File: config.mk
export PLATFORM = sky130hd
export DESIGN_NAME = packet_frame_parser
export DESIGN_NICKNAME = d
export VERILOG_FILES = /design/src/rtl/pfp_pkg.sv /design/src/rtl/packet_frame_parser.sv /design/src/rtl/pfp_front.sv /design/src/rtl/pfp_queue.sv /design/src/rtl/pfp_back.sv
export SDC_FILE = /design/constraint.sdc
export NUM_CORES = 2
export LEC_CHECK = 0
export BUFFER_PORTS_ARGS = -buffer_cell sky130_fd_sc_hd__buf_2
export CORE_ASPECT_RATIO = 0.6
export CORE_MARGIN = 3
export CORE_UTILIZATION = 35
export DETAILED_ROUTE_END_ITERATION = 8
export GPL_ROUTABILITY_DRIVEN = 0
export GPL_TIMING_DRIVEN = 0
export HOLD_SLACK_MARGIN = 0.06
export PLACE_DENSITY = 0.56
export SLEW_MARGIN = 20
export SYNTH_ARGS = -nofsm -noshare
export SYNTH_HDL_FRONTEND = slang
export SYNTH_HIERARCHICAL = 1
export SYNTH_SLANG_ARGS = --single-unit
File: constraint.sdc
create_clock -name clk -period 26.4 [get_ports clk]
set_clock_uncertainty 0.15 [all_clocks]
set_input_delay 2.64 -clock clk [delete_from_list [all_inputs] [get_ports clk]]
set_output_delay 2.64 -clock clk [all_outputs]
set_load 0.01 [all_outputs]
File: src/rtl/pfp_pkg.sv
//------------------------------------------------------------------------------
// pfp_pkg
// Shared types and constants of the packet frame parser.
//------------------------------------------------------------------------------
package pfp_pkg;

    localparam logic [7:0]  HEAD_MAGIC = 8'h81;
    localparam logic [7:0]  TAIL_MAGIC = 8'h7e;
    localparam logic [15:0] HDR_SIZE   = 16'd28;

    typedef enum logic [3:0] {
        ST_OK       = 4'd0,
        ST_TRUNC    = 4'd1,
        ST_SHORT    = 4'd2,
        ST_HEAD     = 4'd3,
        ST_TAIL     = 4'd4,
        ST_HSUM     = 4'd5,
        ST_OFFSET   = 4'd6,
        ST_OVERRUN  = 4'd7,
        ST_BSUM     = 4'd8,
        ST_WS_SHORT = 4'd9,
        ST_FIN      = 4'd10,
        ST_OPCODE   = 4'd11,
        ST_MASK     = 4'd12
    } status_t;

    localparam logic [1:0] REG_WS_MODE = 2'd0;

    typedef struct packed {
        logic        kind;
        logic [7:0]  body_byte;
        logic [3:0]  status;
        logic [7:0]  packet_type;
        logic [7:0]  packet_flag;
        logic [15:0] route;
        logic [31:0] sequence_no;
        logic [7:0]  retry_count;
        logic [31:0] user_id;
        logic [31:0] session_key;
        logic [31:0] protocol_word;
        logic [15:0] decoded_length;
    } record_t;

    // Everything the back end needs to finish a buffer
    typedef struct packed {
        logic        ws_active;
        logic        ws_short;
        logic [3:0]  error_code;
        logic        frame_over;
        logic [31:0] size;
        logic [15:0] packet_length;
        logic [7:0]  head_byte;
        logic [7:0]  tail_byte;
        logic [7:0]  header_sum;
        logic [7:0]  expected_header_sum;
        logic [7:0]  body_sum;
        logic [7:0]  expected_body_sum;
        logic [7:0]  body_start;
        logic [15:0] body_length;
        logic [63:0] hf0;
        logic [63:0] hf1;
        logic [63:0] hf2;
    } summary_t;

    // Item passed from front to back
    typedef struct packed {
        logic        last;
        logic [7:0]  body_byte;
        summary_t    sum;
    } work_t;

    function automatic logic [7:0] salt(input logic [2:0] idx);
        logic [7:0] r;
        begin
            case (idx)
                3'd0: r = 8'h74;
                3'd1: r = 8'he8;
                3'd2: r = 8'ha6;
                3'd3: r = 8'h97;
                3'd4: r = 8'h2e;
                3'd5: r = 8'h3c;
                3'd6: r = 8'h59;
                default: r = 8'h00;
            endcase
            return r;
        end
    endfunction

    // mod 7 of a 17-bit value, folded by 8 = 1 mod 7
    function automatic logic [2:0] mod7(input logic [16:0] x);
        logic [5:0] a;
        logic [3:0] b;
        logic [2:0] c;
        begin
            a = {3'd0, x[2:0]} + {3'd0, x[5:3]} + {3'd0, x[8:6]} + {3'd0, x[11:9]}
                + {3'd0, x[14:12]} + {4'd0, x[16:15]};
            b = {1'b0, a[2:0]} + {1'b0, a[5:3]};
            c = (b >= 4'd7) ? 3'(b - 4'd7) : b[2:0];
            c = (c == 3'd7) ? 3'd0 : c;
            return c;
        end
    endfunction

endpackage

File: src/rtl/packet_frame_parser.sv
//------------------------------------------------------------------------------
// packet_frame_parser
// Framed packet parser with optional WebSocket prefix, one byte per cycle.
//------------------------------------------------------------------------------
// Usage:
//   Input queue side: drive data_byte and end_of_buffer with push; an item is
//   taken when push is high and full is low. end_of_buffer marks the last byte
//   of a buffer; the next byte starts a new buffer.
//   Result queue side: while empty is low the oldest record is on the result
//   ports; pop takes it. record_kind 0 carries a body byte, 1 the status.
//   Configuration: websocket_mode at address 0 over the APB port, written
//   while idle; it is sampled on the first byte of each buffer.
// Timing:
//   One byte per cycle while the queue is not full. The front decodes each
//   byte combinationally into the two-entry queue at the edge that takes it;
//   the back stage registers the record when its output is empty or popped.
//   The front stalls only when the queue is full, i.e. when pop is held low.
// Reset:
//   All counters, sums, header capture and queues clear; websocket_mode is 0.
//------------------------------------------------------------------------------
module packet_frame_parser
(
    input  logic        clk,
    input  logic        rst_n,
    input  logic        psel,
    input  logic        penable,
    input  logic        pwrite,
    input  logic [1:0]  paddr,
    input  logic [31:0] pwdata,
    output logic [31:0] prdata,
    output logic        pready,
    input  logic        push,
    output logic        full,
    input  logic [7:0]  data_byte,
    input  logic        end_of_buffer,
    output logic        empty,
    input  logic        pop,
    output logic        record_kind,
    output logic [7:0]  body_byte,
    output logic [3:0]  status,
    output logic [7:0]  packet_type,
    output logic [7:0]  packet_flag,
    output logic [15:0] route,
    output logic [31:0] sequence_no,
    output logic [7:0]  retry_count,
    output logic [31:0] user_id,
    output logic [31:0] session_key,
    output logic [31:0] protocol_word,
    output logic [15:0] decoded_length
);

    logic             ws_mode_reg;
    logic             f_valid, q_full, q_valid, q_take, b_valid;
    pfp_pkg::work_t   f_item, q_item;
    pfp_pkg::record_t rec;
    logic             accept;

    assign pready = 1'b1;
    assign prdata = (paddr == pfp_pkg::REG_WS_MODE) ? {31'd0, ws_mode_reg} : 32'd0;
    assign full   = q_full;
    assign accept = push && !q_full;

    always_ff @(posedge clk or negedge rst_n)
    begin
        if (!rst_n)
            ws_mode_reg <= 1'b0;
        else if (psel && penable && pwrite && paddr == pfp_pkg::REG_WS_MODE)
            ws_mode_reg <= pwdata[0];
    end

    pfp_front u_front
    (
        .clk           (clk),
        .rst_n         (rst_n),
        .ws_mode       (ws_mode_reg),
        .in_valid      (accept),
        .data_byte     (data_byte),
        .end_of_buffer (end_of_buffer),
        .out_valid     (f_valid),
        .out_item      (f_item)
    );

    pfp_queue u_queue
    (
        .clk      (clk),
        .rst_n    (rst_n),
        .wr_en    (f_valid),
        .wr_item  (f_item),
        .full     (q_full),
        .rd_en    (q_take),
        .rd_valid (q_valid),
        .rd_item  (q_item)
    );

    pfp_back u_back
    (
        .clk       (clk),
        .rst_n     (rst_n),
        .in_valid  (q_valid),
        .in_item   (q_item),
        .in_take   (q_take),
        .out_valid (b_valid),
        .out_rec   (rec),
        .out_pop   (pop)
    );

    assign empty          = !b_valid;
    assign record_kind    = rec.kind;
    assign body_byte      = rec.body_byte;
    assign status         = rec.status;
    assign packet_type    = rec.packet_type;
    assign packet_flag    = rec.packet_flag;
    assign route          = rec.route;
    assign sequence_no    = rec.sequence_no;
    assign retry_count    = rec.retry_count;
    assign user_id        = rec.user_id;
    assign session_key    = rec.session_key;
    assign protocol_word  = rec.protocol_word;
    assign decoded_length = rec.decoded_length;

`ifndef SYNTH
    a_no_push_when_full: assert property (@(posedge clk) disable iff (!rst_n)
        q_full |-> !f_valid || !accept)
        else $error("item written into full queue");
    a_body_kind: assert property (@(posedge clk) disable iff (!rst_n)
        (!empty && !record_kind) |-> (status == 4'd0 && decoded_length == 16'd0))
        else $error("body record carries status fields");
    a_hold_stalled: assert property (@(posedge clk) disable iff (!rst_n)
        (!empty && !pop) |=> (!empty && $stable(body_byte) && $stable(status)))
        else $error("stalled record changed");
`endif

endmodule

File: src/rtl/pfp_front.sv
//------------------------------------------------------------------------------
// pfp_front
// Per-byte prefix decode, unmasking, header capture, sums and body select.
//------------------------------------------------------------------------------
module pfp_front
(
    input  logic              clk,
    input  logic              rst_n,
    input  logic              ws_mode,
    input  logic              in_valid,
    input  logic [7:0]        data_byte,
    input  logic              end_of_buffer,
    output logic              out_valid,
    output pfp_pkg::work_t    out_item
);

    logic [31:0] pos_reg;
    logic [3:0]  fhl_reg;
    logic [31:0] fpl_reg;
    logic [31:0] mask_reg;
    logic        wsa_reg;
    logic [3:0]  err_reg;
    logic [15:0] plen_reg;
    logic [7:0]  head_reg, tail_reg, hsum_reg, bsum_reg, ehs_reg, ebs_reg, bst_reg;
    logic [15:0] blen_reg;
    logic [63:0] hf0_reg, hf1_reg, hf2_reg;

    logic [31:0] pos_next, fpl_next, mask_next;
    logic [3:0]  fhl_next, err_next;
    logic        wsa;
    logic [15:0] plen_next, blen_next;
    logic [7:0]  head_next, tail_next, hsum_next, bsum_next, ehs_next, ebs_next, bst_next;
    logic [63:0] hf0_next, hf1_next, hf2_next;
    logic        pkt, emit;
    logic [31:0] q;
    logic [7:0]  v;
    logic [16:0] bo, bend;
    logic [6:0]  c;
    logic        qs;
    logic [4:0]  qi;

    always_comb
    begin
        wsa       = (pos_reg == 32'd0) ? ws_mode : wsa_reg;
        fhl_next  = fhl_reg;
        fpl_next  = fpl_reg;
        mask_next = mask_reg;
        err_next  = err_reg;
        plen_next = plen_reg;
        head_next = head_reg;
        tail_next = tail_reg;
        hsum_next = hsum_reg;
        bsum_next = bsum_reg;
        ehs_next  = ehs_reg;
        ebs_next  = ebs_reg;
        bst_next  = bst_reg;
        blen_next = blen_reg;
        hf0_next  = hf0_reg;
        hf1_next  = hf1_reg;
        hf2_next  = hf2_reg;
        v         = data_byte;
        c         = data_byte[6:0];
        pkt       = 1'b1;
        q         = pos_reg;
        if (wsa)
        begin
            if (pos_reg == 32'd0)
            begin
                if (!data_byte[7])
                    err_next = pfp_pkg::ST_FIN;
                else if (data_byte[3:0] != 4'h2)
                    err_next = pfp_pkg::ST_OPCODE;
            end
            else if (pos_reg == 32'd1)
            begin
                if (err_reg == 4'd0 && !data_byte[7])
                    err_next = pfp_pkg::ST_MASK;
                if (c == 7'd126)
                    fhl_next = 4'd8;
                else if (c == 7'd127)
                    fhl_next = 4'd14;
                else
                begin
                    fhl_next = 4'd6;
                    fpl_next = {25'd0, c};
                end
            end
            else if (pos_reg + 32'd4 < {28'd0, fhl_reg})
            begin
                if (fpl_reg > 32'h00ffffff)
                    fpl_next = 32'hffffffff;
                else
                    fpl_next = {fpl_reg[23:0], data_byte};
            end
            else if (pos_reg < {28'd0, fhl_reg})
                mask_next = {mask_reg[23:0], data_byte};
            pkt = (pos_reg >= 32'd2) && (pos_reg >= {28'd0, fhl_reg});
            q   = pos_reg - {28'd0, fhl_reg};
            if (pkt && q < fpl_reg)
            begin
                case (q[1:0])
                    2'd0: v = data_byte ^ mask_reg[31:24];
                    2'd1: v = data_byte ^ mask_reg[23:16];
                    2'd2: v = data_byte ^ mask_reg[15:8];
                    default: v = data_byte ^ mask_reg[7:0];
                endcase
            end
        end

        bo   = (bst_reg == 8'd0) ? 17'(pfp_pkg::HDR_SIZE) : {9'd0, bst_reg};
        bend = bo + {1'b0, blen_reg};
        qs   = (q < 32'd32);
        qi   = q[4:0];
        emit = 1'b0;
        if (pkt)
        begin
            if (q == 32'd0)
                plen_next = {v, 8'd0};
            else if (q == 32'd1)
                plen_next = {plen_reg[15:8], v};
            else if (q == 32'd2)
                head_next = v;
            else if (q == 32'd3)
                ehs_next = v;
            if (q >= 32'd2 && q + 32'd1 == {16'd0, plen_reg})
                tail_next = v;
            if (q >= 32'd4 && q + 32'd1 < {16'd0, plen_reg})
                hsum_next = hsum_reg ^ v;
            if (qs)
            begin
                case (qi)
                    5'd4:  hf0_next[63:56] = v;
                    5'd5:  hf0_next[55:48] = v;
                    5'd6:  hf0_next[47:40] = v;
                    5'd7:  hf0_next[39:32] = v;
                    5'd8:  hf0_next[31:24] = v;
                    5'd9:  hf0_next[23:16] = v;
                    5'd10: hf0_next[15:8]  = v;
                    5'd11: hf0_next[7:0]   = v;
                    5'd12: hf1_next[39:32] = v;
                    5'd16: hf1_next[31:24] = v;
                    5'd17: hf1_next[23:16] = v;
                    5'd18: hf1_next[15:8]  = v;
                    5'd19: hf1_next[7:0]   = v;
                    5'd20: hf2_next[63:56] = v;
                    5'd21: hf2_next[55:48] = v;
                    5'd22: hf2_next[47:40] = v;
                    5'd23: hf2_next[39:32] = v;
                    5'd24: blen_next = {v, 8'd0};
                    5'd25: blen_next = {blen_reg[15:8], v};
                    5'd26: bst_next = v;
                    5'd27: ebs_next = v;
                    5'd28: hf2_next[31:24] = v;
                    5'd29: hf2_next[23:16] = v;
                    5'd30: hf2_next[15:8]  = v;
                    5'd31: hf2_next[7:0]   = v;
                    default: ;
                endcase
            end
            if (q >= 32'd28 && q < {15'd0, bend})
                bsum_next = bsum_reg ^ v;
            emit = (err_reg == 4'd0) && (plen_reg >= 16'd29) && (head_reg == pfp_pkg::HEAD_MAGIC)
                && !(bst_reg != 8'd0 && bst_reg < 8'd28) && (bend < {1'b0, plen_reg})
                && (q >= {15'd0, bo}) && (q < {15'd0, bend});
        end
        pos_next = (pos_reg == 32'hffffffff) ? pos_reg : pos_reg + 32'd1;
    end

    always_comb
    begin
        out_valid                        = in_valid && (end_of_buffer || emit);
        out_item.last                    = end_of_buffer;
        out_item.body_byte               = v;
        out_item.sum.ws_active           = wsa;
        out_item.sum.ws_short            = pos_next < 32'd14;
        out_item.sum.error_code          = err_next;
        out_item.sum.frame_over          = ({29'd0, fhl_next} + {1'b0, fpl_next})
                                           > {1'b0, pos_next};
        out_item.sum.size                = wsa ? pos_next - {28'd0, fhl_next} : pos_next;
        out_item.sum.packet_length       = plen_next;
        out_item.sum.head_byte           = head_next;
        out_item.sum.tail_byte           = tail_next;
        out_item.sum.header_sum          = hsum_next;
        out_item.sum.expected_header_sum = ehs_next;
        out_item.sum.body_sum            = bsum_next;
        out_item.sum.expected_body_sum   = ebs_next;
        out_item.sum.body_start          = bst_next;
        out_item.sum.body_length         = blen_next;
        out_item.sum.hf0                 = hf0_next;
        out_item.sum.hf1                 = hf1_next;
        out_item.sum.hf2                 = hf2_next;
    end

    always_ff @(posedge clk or negedge rst_n)
    begin
        if (!rst_n)
        begin
            pos_reg  <= '0; fhl_reg <= '0; fpl_reg <= '0; mask_reg <= '0; wsa_reg <= 1'b0;
            err_reg  <= '0; plen_reg <= '0; head_reg <= '0; tail_reg <= '0;
            hsum_reg <= '0; bsum_reg <= '0; ehs_reg <= '0; ebs_reg <= '0; bst_reg <= '0;
            blen_reg <= '0; hf0_reg <= '0; hf1_reg <= '0; hf2_reg <= '0;
        end
        else if (in_valid)
        begin
            if (end_of_buffer)
            begin
                pos_reg  <= '0; fhl_reg <= '0; fpl_reg <= '0; mask_reg <= '0;
                wsa_reg  <= 1'b0; err_reg <= '0; plen_reg <= '0; head_reg <= '0;
                tail_reg <= '0; hsum_reg <= '0; bsum_reg <= '0; ehs_reg <= '0;
                ebs_reg  <= '0; bst_reg <= '0; blen_reg <= '0;
                hf0_reg  <= '0; hf1_reg <= '0; hf2_reg <= '0;
            end
            else
            begin
                pos_reg  <= pos_next; fhl_reg <= fhl_next; fpl_reg <= fpl_next;
                mask_reg <= mask_next; wsa_reg <= wsa; err_reg <= err_next;
                plen_reg <= plen_next; head_reg <= head_next; tail_reg <= tail_next;
                hsum_reg <= hsum_next; bsum_reg <= bsum_next; ehs_reg <= ehs_next;
                ebs_reg  <= ebs_next; bst_reg <= bst_next; blen_reg <= blen_next;
                hf0_reg  <= hf0_next; hf1_reg <= hf1_next; hf2_reg <= hf2_next;
            end
        end
    end

endmodule

File: src/rtl/pfp_queue.sv
//------------------------------------------------------------------------------
// pfp_queue
// Two-entry queue between the front and back parts.
//------------------------------------------------------------------------------
module pfp_queue
(
    input  logic              clk,
    input  logic              rst_n,
    input  logic              wr_en,
    input  pfp_pkg::work_t    wr_item,
    output logic              full,
    input  logic              rd_en,
    output logic              rd_valid,
    output pfp_pkg::work_t    rd_item
);

    pfp_pkg::work_t mem_reg [2];
    logic       wp_reg, rp_reg;
    logic [1:0] cnt_reg;

    assign full     = cnt_reg == 2'd2;
    assign rd_valid = cnt_reg != 2'd0;
    assign rd_item  = mem_reg[rp_reg];

    always_ff @(posedge clk)
    begin
        if (wr_en)
            mem_reg[wp_reg] <= wr_item;
    end

    always_ff @(posedge clk or negedge rst_n)
    begin
        if (!rst_n)
        begin
            wp_reg  <= 1'b0;
            rp_reg  <= 1'b0;
            cnt_reg <= 2'd0;
        end
        else
        begin
            if (wr_en)
                wp_reg <= ~wp_reg;
            if (rd_en)
                rp_reg <= ~rp_reg;
            cnt_reg <= cnt_reg + {1'b0, wr_en} - {1'b0, rd_en};
        end
    end

endmodule

File: src/rtl/pfp_back.sv
//------------------------------------------------------------------------------
// pfp_back
// Final status decision and result record register.
//------------------------------------------------------------------------------
module pfp_back
(
    input  logic              clk,
    input  logic              rst_n,
    input  logic              in_valid,
    input  pfp_pkg::work_t    in_item,
    output logic              in_take,
    output logic              out_valid,
    output pfp_pkg::record_t  out_rec,
    input  logic              out_pop
);

    logic             valid_reg;
    pfp_pkg::record_t rec_reg;
    pfp_pkg::record_t rec_next;
    logic [3:0]       st;
    logic [16:0]      bend;
    pfp_pkg::summary_t s;

    assign in_take   = in_valid && (!valid_reg || out_pop);
    assign out_valid = valid_reg;
    assign out_rec   = rec_reg;

    always_comb
    begin
        s    = in_item.sum;
        bend = ((s.body_start == 8'd0) ? 17'(pfp_pkg::HDR_SIZE) : {9'd0, s.body_start})
               + {1'b0, s.body_length};
        if (s.ws_active && s.ws_short)
            st = pfp_pkg::ST_WS_SHORT;
        else if (s.ws_active && s.error_code != 4'd0)
            st = s.error_code;
        else if (s.ws_active && s.frame_over)
            st = pfp_pkg::ST_TRUNC;
        else if (s.size < 32'd2 || {16'd0, s.packet_length} > s.size)
            st = pfp_pkg::ST_TRUNC;
        else if (s.packet_length < 16'd29)
            st = pfp_pkg::ST_SHORT;
        else if (s.head_byte != pfp_pkg::HEAD_MAGIC)
            st = pfp_pkg::ST_HEAD;
        else if (s.tail_byte != pfp_pkg::TAIL_MAGIC)
            st = pfp_pkg::ST_TAIL;
        else if ((s.header_sum ^ pfp_pkg::salt(pfp_pkg::mod7({1'b0, s.packet_length} - 17'd5)))
                 != s.expected_header_sum)
            st = pfp_pkg::ST_HSUM;
        else if (s.body_start != 8'd0 && s.body_start < 8'd28)
            st = pfp_pkg::ST_OFFSET;
        else if (bend >= {1'b0, s.packet_length})
            st = pfp_pkg::ST_OVERRUN;
        else if ((s.body_sum ^ pfp_pkg::salt(pfp_pkg::mod7(bend - 17'd28)))
                 != s.expected_body_sum)
            st = pfp_pkg::ST_BSUM;
        else
            st = pfp_pkg::ST_OK;

        rec_next = '0;
        if (in_item.last)
        begin
            rec_next.kind   = 1'b1;
            rec_next.status = st;
            if (st == pfp_pkg::ST_OK)
            begin
                rec_next.packet_type   = s.hf0[63:56];
                rec_next.packet_flag   = s.hf0[55:48];
                rec_next.route         = s.hf0[47:32];
                rec_next.sequence_no   = s.hf0[31:0];
                rec_next.retry_count   = s.hf1[39:32];
                rec_next.user_id       = s.hf1[31:0];
                rec_next.session_key   = s.hf2[63:32];
                rec_next.protocol_word = s.hf2[31:0];
            end
            if (st == pfp_pkg::ST_OK || (st >= pfp_pkg::ST_HSUM && st <= pfp_pkg::ST_BSUM))
                rec_next.decoded_length = s.packet_length;
        end
        else
            rec_next.body_byte = in_item.body_byte;
    end

    always_ff @(posedge clk)
    begin
        if (in_take)
            rec_reg <= rec_next;
    end

    always_ff @(posedge clk or negedge rst_n)
    begin
        if (!rst_n)
            valid_reg <= 1'b0;
        else if (in_take)
            valid_reg <= 1'b1;
        else if (out_pop)
            valid_reg <= 1'b0;
    end

endmodule

After elaboration in Yosys (flattened, before gate mapping) --
Memories as Yosys holds them, arrays and structs flattened. Cells that the tools add are included. Widths: inputs -> output; s select.
Word-level totals: register bits 564, bits in writable memories 608, output and inout bits 232, logic and storage cells 356, memories 1
Operators by class: add/sub/neg operators 26, order comparisons 27, eq/ne operators 59, mux-type cells 146, bitwise gates (word level) 10, reductions and logical operators 52
Memories:
- u_queue.mem_reg | words 2, bits a word 304, rd ports 1, clocked after memory_dff 0, wr ports 1, line pfp_queue.sv:17 | pfp_pkg::work_t mem_reg [2];
Operator list (count):
- $mux 32 | 18
- $mux 8 | 71
- $mux 64 | 6
- $mux 40 | 3
- $pmux 8 s7 | 2
- $mux 16 | 6
- $mux 4 | 24
- $eq 5x5->1 const B | 16
- $add 32x1->32 const B | 2
- $eq 32x1->1 const B | 2
- $eq 32x2->1 const B | 2
- $ge 32x2->1 const B | 2
- $logic_not 32->1 | 2
- $lt 32x4->1 | 2
- $sub 32x4->32 | 2
- $xor 8x8->8 | 8
- $add 6x3->6 | 6
- $add 17x16->17 | 2
- $add 4x32->33 | 1
- $gt 33x32->1 | 1
- $add 32x3->32 const B | 1
- $eq 32x16->1 | 1
- $eq 32x32->1 const B | 1
- $ge 32x17->1 | 1
- other kinds (56) | 138

Logic depth before layout (Yosys ltp) --
An unclocked memory read counts as a cell.
depth after elaboration 48, mapped depth 41, depth with buffers taken out 37

Hierarchy --
The synthesis kept the hierarchy.
By module, submodules not included:
- pfp_front | instances 1, cells an instance 3338, area an instance 27356.2 µm²
- pfp_queue | instances 1, cells an instance 1036, area an instance 25431.9 µm²
- pfp_back | instances 1, cells an instance 1316, area an instance 14203.6 µm²
- packet_frame_parser | instances 1, cells an instance 41, area an instance 311.5 µm²

Worst setup path before layout --
Ideal clock, no wire load.
path kind register to register, start reg u_front.bst_reg[1], end mem u_queue/mem_reg[0][0] (netlist name), enable pin, library setup time 1.064 ns, data arrival time 19.121 ns, data required time 25.186 ns, path slack 6.065 ns, cell stages (with the launch flop) 25, clock period less this slack 20.335 ns, path through dfrtp_1 or4_1 nor3_1 or2_2 ha_1 a21oi_1 o21bai_1 a21oi_1 o21bai_1 a21oi_1 nor2b_1 o21ai_0 nor2_1 nand2_1 xnor2_1 inv_1 ha_1 a21o_1 a21o_1 a21oi_1 o21ai_0 a211oi_1 nand3_1 o41ai_1 nor2b_1
On the way: word-level cells in the longest chain between the ends 12
RTL lines:
- start, declared | line pfp_front.sv:24 | logic [7:0] head_reg, tail_reg, hsum_reg, bsum_reg, ehs_reg, ebs_reg, bst_reg;
- start signal, assigned | line pfp_front.sv:219 | ebs_reg <= ebs_next; bst_reg <= bst_next; blen_reg <= blen_next;
- $logic_not 8->1, or another cell as far along | line pfp_front.sv:110 | bo = (bst_reg == 8'd0) ? 17'(pfp_pkg::HDR_SIZE) : {9'd0, bst_reg};
- $mux 8 or $logic_and 1x1->1 (tied branches) | line pfp_front.sv:110, pfp_front.sv:163
- $add 17x16->17 or $logic_not 1->1 (tied branches) | line pfp_front.sv:111, pfp_front.sv:163
- $lt 17x16->1 or $logic_and 1x1->1 (tied branches) | line pfp_front.sv:163 | && !(bst_reg != 8'd0 && bst_reg < 8'd28) && (bend < {1'b0, plen_reg})
- $logic_and 1x1->1 | line pfp_front.sv:163
- $logic_and 1x1->1 | line pfp_front.sv:164 | && (q >= {15'd0, bo}) && (q < {15'd0, bend});
- $logic_and 1x1->1 * | line pfp_front.sv:164
- $mux 1 * | line pfp_front.sv:115 | if (pkt)
- $logic_or 1x1->1 * | line pfp_front.sv:171 | out_valid = in_valid && (end_of_buffer || emit);
- $logic_and 1x1->1 * | line pfp_front.sv:171
- net f_valid | line packet_frame_parser.sv:53 | logic f_valid, q_full, q_valid, q_take, b_valid;
- $mux 1 * | line pfp_queue.sv:27 | if (wr_en)
- $mux 1 (implied by the code) * | line pfp_queue.sv:28 | mem_reg[wp_reg] <= wr_item;
- end, declared | line pfp_queue.sv:17
The timed path passes the listed nets; every way through them passes the cells marked *.

==> parameters.txt <==
Parameter                              Value

Route
  Via density per instance ... 5.65
  Detailed-routing iteration count for the pre-antenna-repair pass ... 7
  Post-route DRC violation count ... 0
  Detailed-route wire length per cell ... 25.5 um
  Post-Route WL ... 220000 um
  Total via count after detailed routing ... 48700
  Residual antenna-violating net count after detailed routing ... 0
  Initial DRC count ... 6556

Timing
  Share of the clock period used by the worst path after layout ... 44.3%
  Pin slew with the least headroom to its limit ... 1310 ps
  Hold violation total from the final report ... 0
  Highest clock frequency the design can meet ... 85.5 MHz
  Number of slew-limit violations in the final report ... 0
  Shortest period the worst path allows ... 11690 ps
  Normalized max-slew margin ... 11.8%
  Setup repair after global routing missed its margin ... no
  # setup viols final ... 0

Clock tree
  Clock sinks ... 1172
  Post-CTS setup repair buffer count ... 0
  Buffers from clock root to sink, at most ... 3
  Quantity of gates resized following cts ... 0
  Clock transition at path regs ... 60 ps
  TritonCTS buffer count ... 117
  TritonCTS clock tree ... yes
  H-tree levels ... 3
  Cell at the root of the clock tree ... clkbuf_16
  Insertion delay of the later-clocked pin in the worst-skew pair ... 740 ps
  Hold Buf Count CTS ... 0

Cells and area
  Sequential standard cell area ... 0.0334 mm2
  Number of filler cells placed in the layout ... 17500
  Leading cell types in the layout, fill and taps excluded ... edfxtp_1 (805), inv_1 (463), nand2_1 (461), o21ai_0 (378), dfrtp_1 (367)
  Area growth, synth to finish ... 14.4%
  Fraction of final layout cells with drive strength greater than 1 ... 19.9%
  Most common cell after layout, fill and taps aside ... edfxtp_1
  Post-Route Utilization ... 40.4%
  Area of the multi-input gates ... 0.0280 mm2
  Largest register FFs ... 608
  NumNets Final ... 6331

Setup path
  Largest driver fanout on the critical path ... 10
  Arr. time, crit path ... 11970 ps
  CP max-delay cell ... nor4_2
  Delay contributed by the slowest stage of the critical path ... 680 ps
  Startpoint-to-endpoint class of the critical path ... reg2reg
  Type of element launching the critical path ... flip-flop
  Critical path endpoint category ... flip-flop
  Data required time at the worst endpoint ... 26680 ps

GRT
  Congestion Overflow GR ... 0
  Maximum number of pins on one net before global-route repair ... 91
  Wire length of the first global-routing pass ... 314000 um
  Number of global-route vias before repair ... 45000
  Overall global routing resource usage ... 22.2%
  Number of antenna violations at the first check in global routing ... 11

Synth
  Cell area after synthesis ... 0.0653 mm2
  Cell count after synthesis ... 5632
  Warning count from the yosys run ... 6
  Avg Synthesized Cell Area ... 11.6 um2

Hold path
  Hold Path Class ... reg2reg

Placed design
  I/O Buffers ... 215
  DPL Wire Length ... 164000 um

Floorplanning
  Die height ... 341 um
  Starting Density ... 35.3%
  Core Area ... 0.185 mm2
  Die Area ... 0.192 mm2
  # rows ... 122
  Horizontal die dimension ... 564 um
  Boundary pin count ... 282

Run status
  Run status ... completed

Run
  Max-cap violation count ... 0
[area by class of cell]
cell class | instances | area share, %
Sequential cell | 1172 | 44.7
Multi-Input combinational cell | 3626 | 37.4
Clock buffer | 154 | 4.33
Tap cell | 2480 | 4.15
Buffer | 394 | 3.33
Timing Repair Buffer | 258 | 2.72
Inverter | 470 | 2.36
Clock inverter | 63 | 1.00
Antenna cell | 7 | 0.0235
[critical path, delay by kind of cell, from the launching register on]
kind / cells / cell delay, ps
xor+xnor: 3 / 790
simple gates: 9 / 2900
fa+ha+maj: 7 / 2710
compound gates: 11 / 2170
mux: 1 / 340
flops: 1 / 340
buf+inv: 10 / 1960
[metrics by stage]
stage | hold WS [ps] | cells | worst slack [ps] | TNS [ps] | instance area, um2
detailed placement | 321 | 8400 | 14700 | 0 | 70700
global route | 345 | 8617 | 13780 | 0 | 74700
floorplan | 300 | 5662 | 7160 | 0 | 65400
global placement | 311 | 8357 | -4560 | -1367730 | 69600
finish | 334 | 8624 | 14710 | 0 | 74700
CTS | 335 | 8617 | 14690 | 0 | 74600
[worst paths after layout]
check,slack (ps),endpoint,from,cells past startpoint
setup / recovery,14710,u_back/out_rec[105],u_queue/rp_reg,41
hold / removal,330,u_front/hf0_reg[17],u_front/hf0_reg[17],2
setup reg to reg,14710,u_back/out_rec[105],u_queue/rp_reg,41
hold reg to reg,330,u_front/hf0_reg[17],u_front/hf0_reg[17],2
max in group asynchronous,22890,u_front/hf2_reg[25],rst_n,3
min in group asynchronous,1730,u_front/fpl_reg[21],rst_n,1
[routing by layer]
| metal | global-route usage [%] | wire, um | part of all wire [%] | vias up |
|---|---|---|---|---|
| met5 | 0 | 57 | 0.026 | - |
| met4 | 5.08 | 5280 | 2.4 | 8 |
| li1 | - | - | - | 21500 |
| met2 | 28.7 | 83800 | 38 | 2687 |
| met1 | 33.9 | 99900 | 45 | 24200 |
| met3 | 8.84 | 31100 | 14 | 307 |
Power is left out: the tool's default activity adds up to more than one toggle a clock period on the data nets, which glitch-free logic cannot reach.
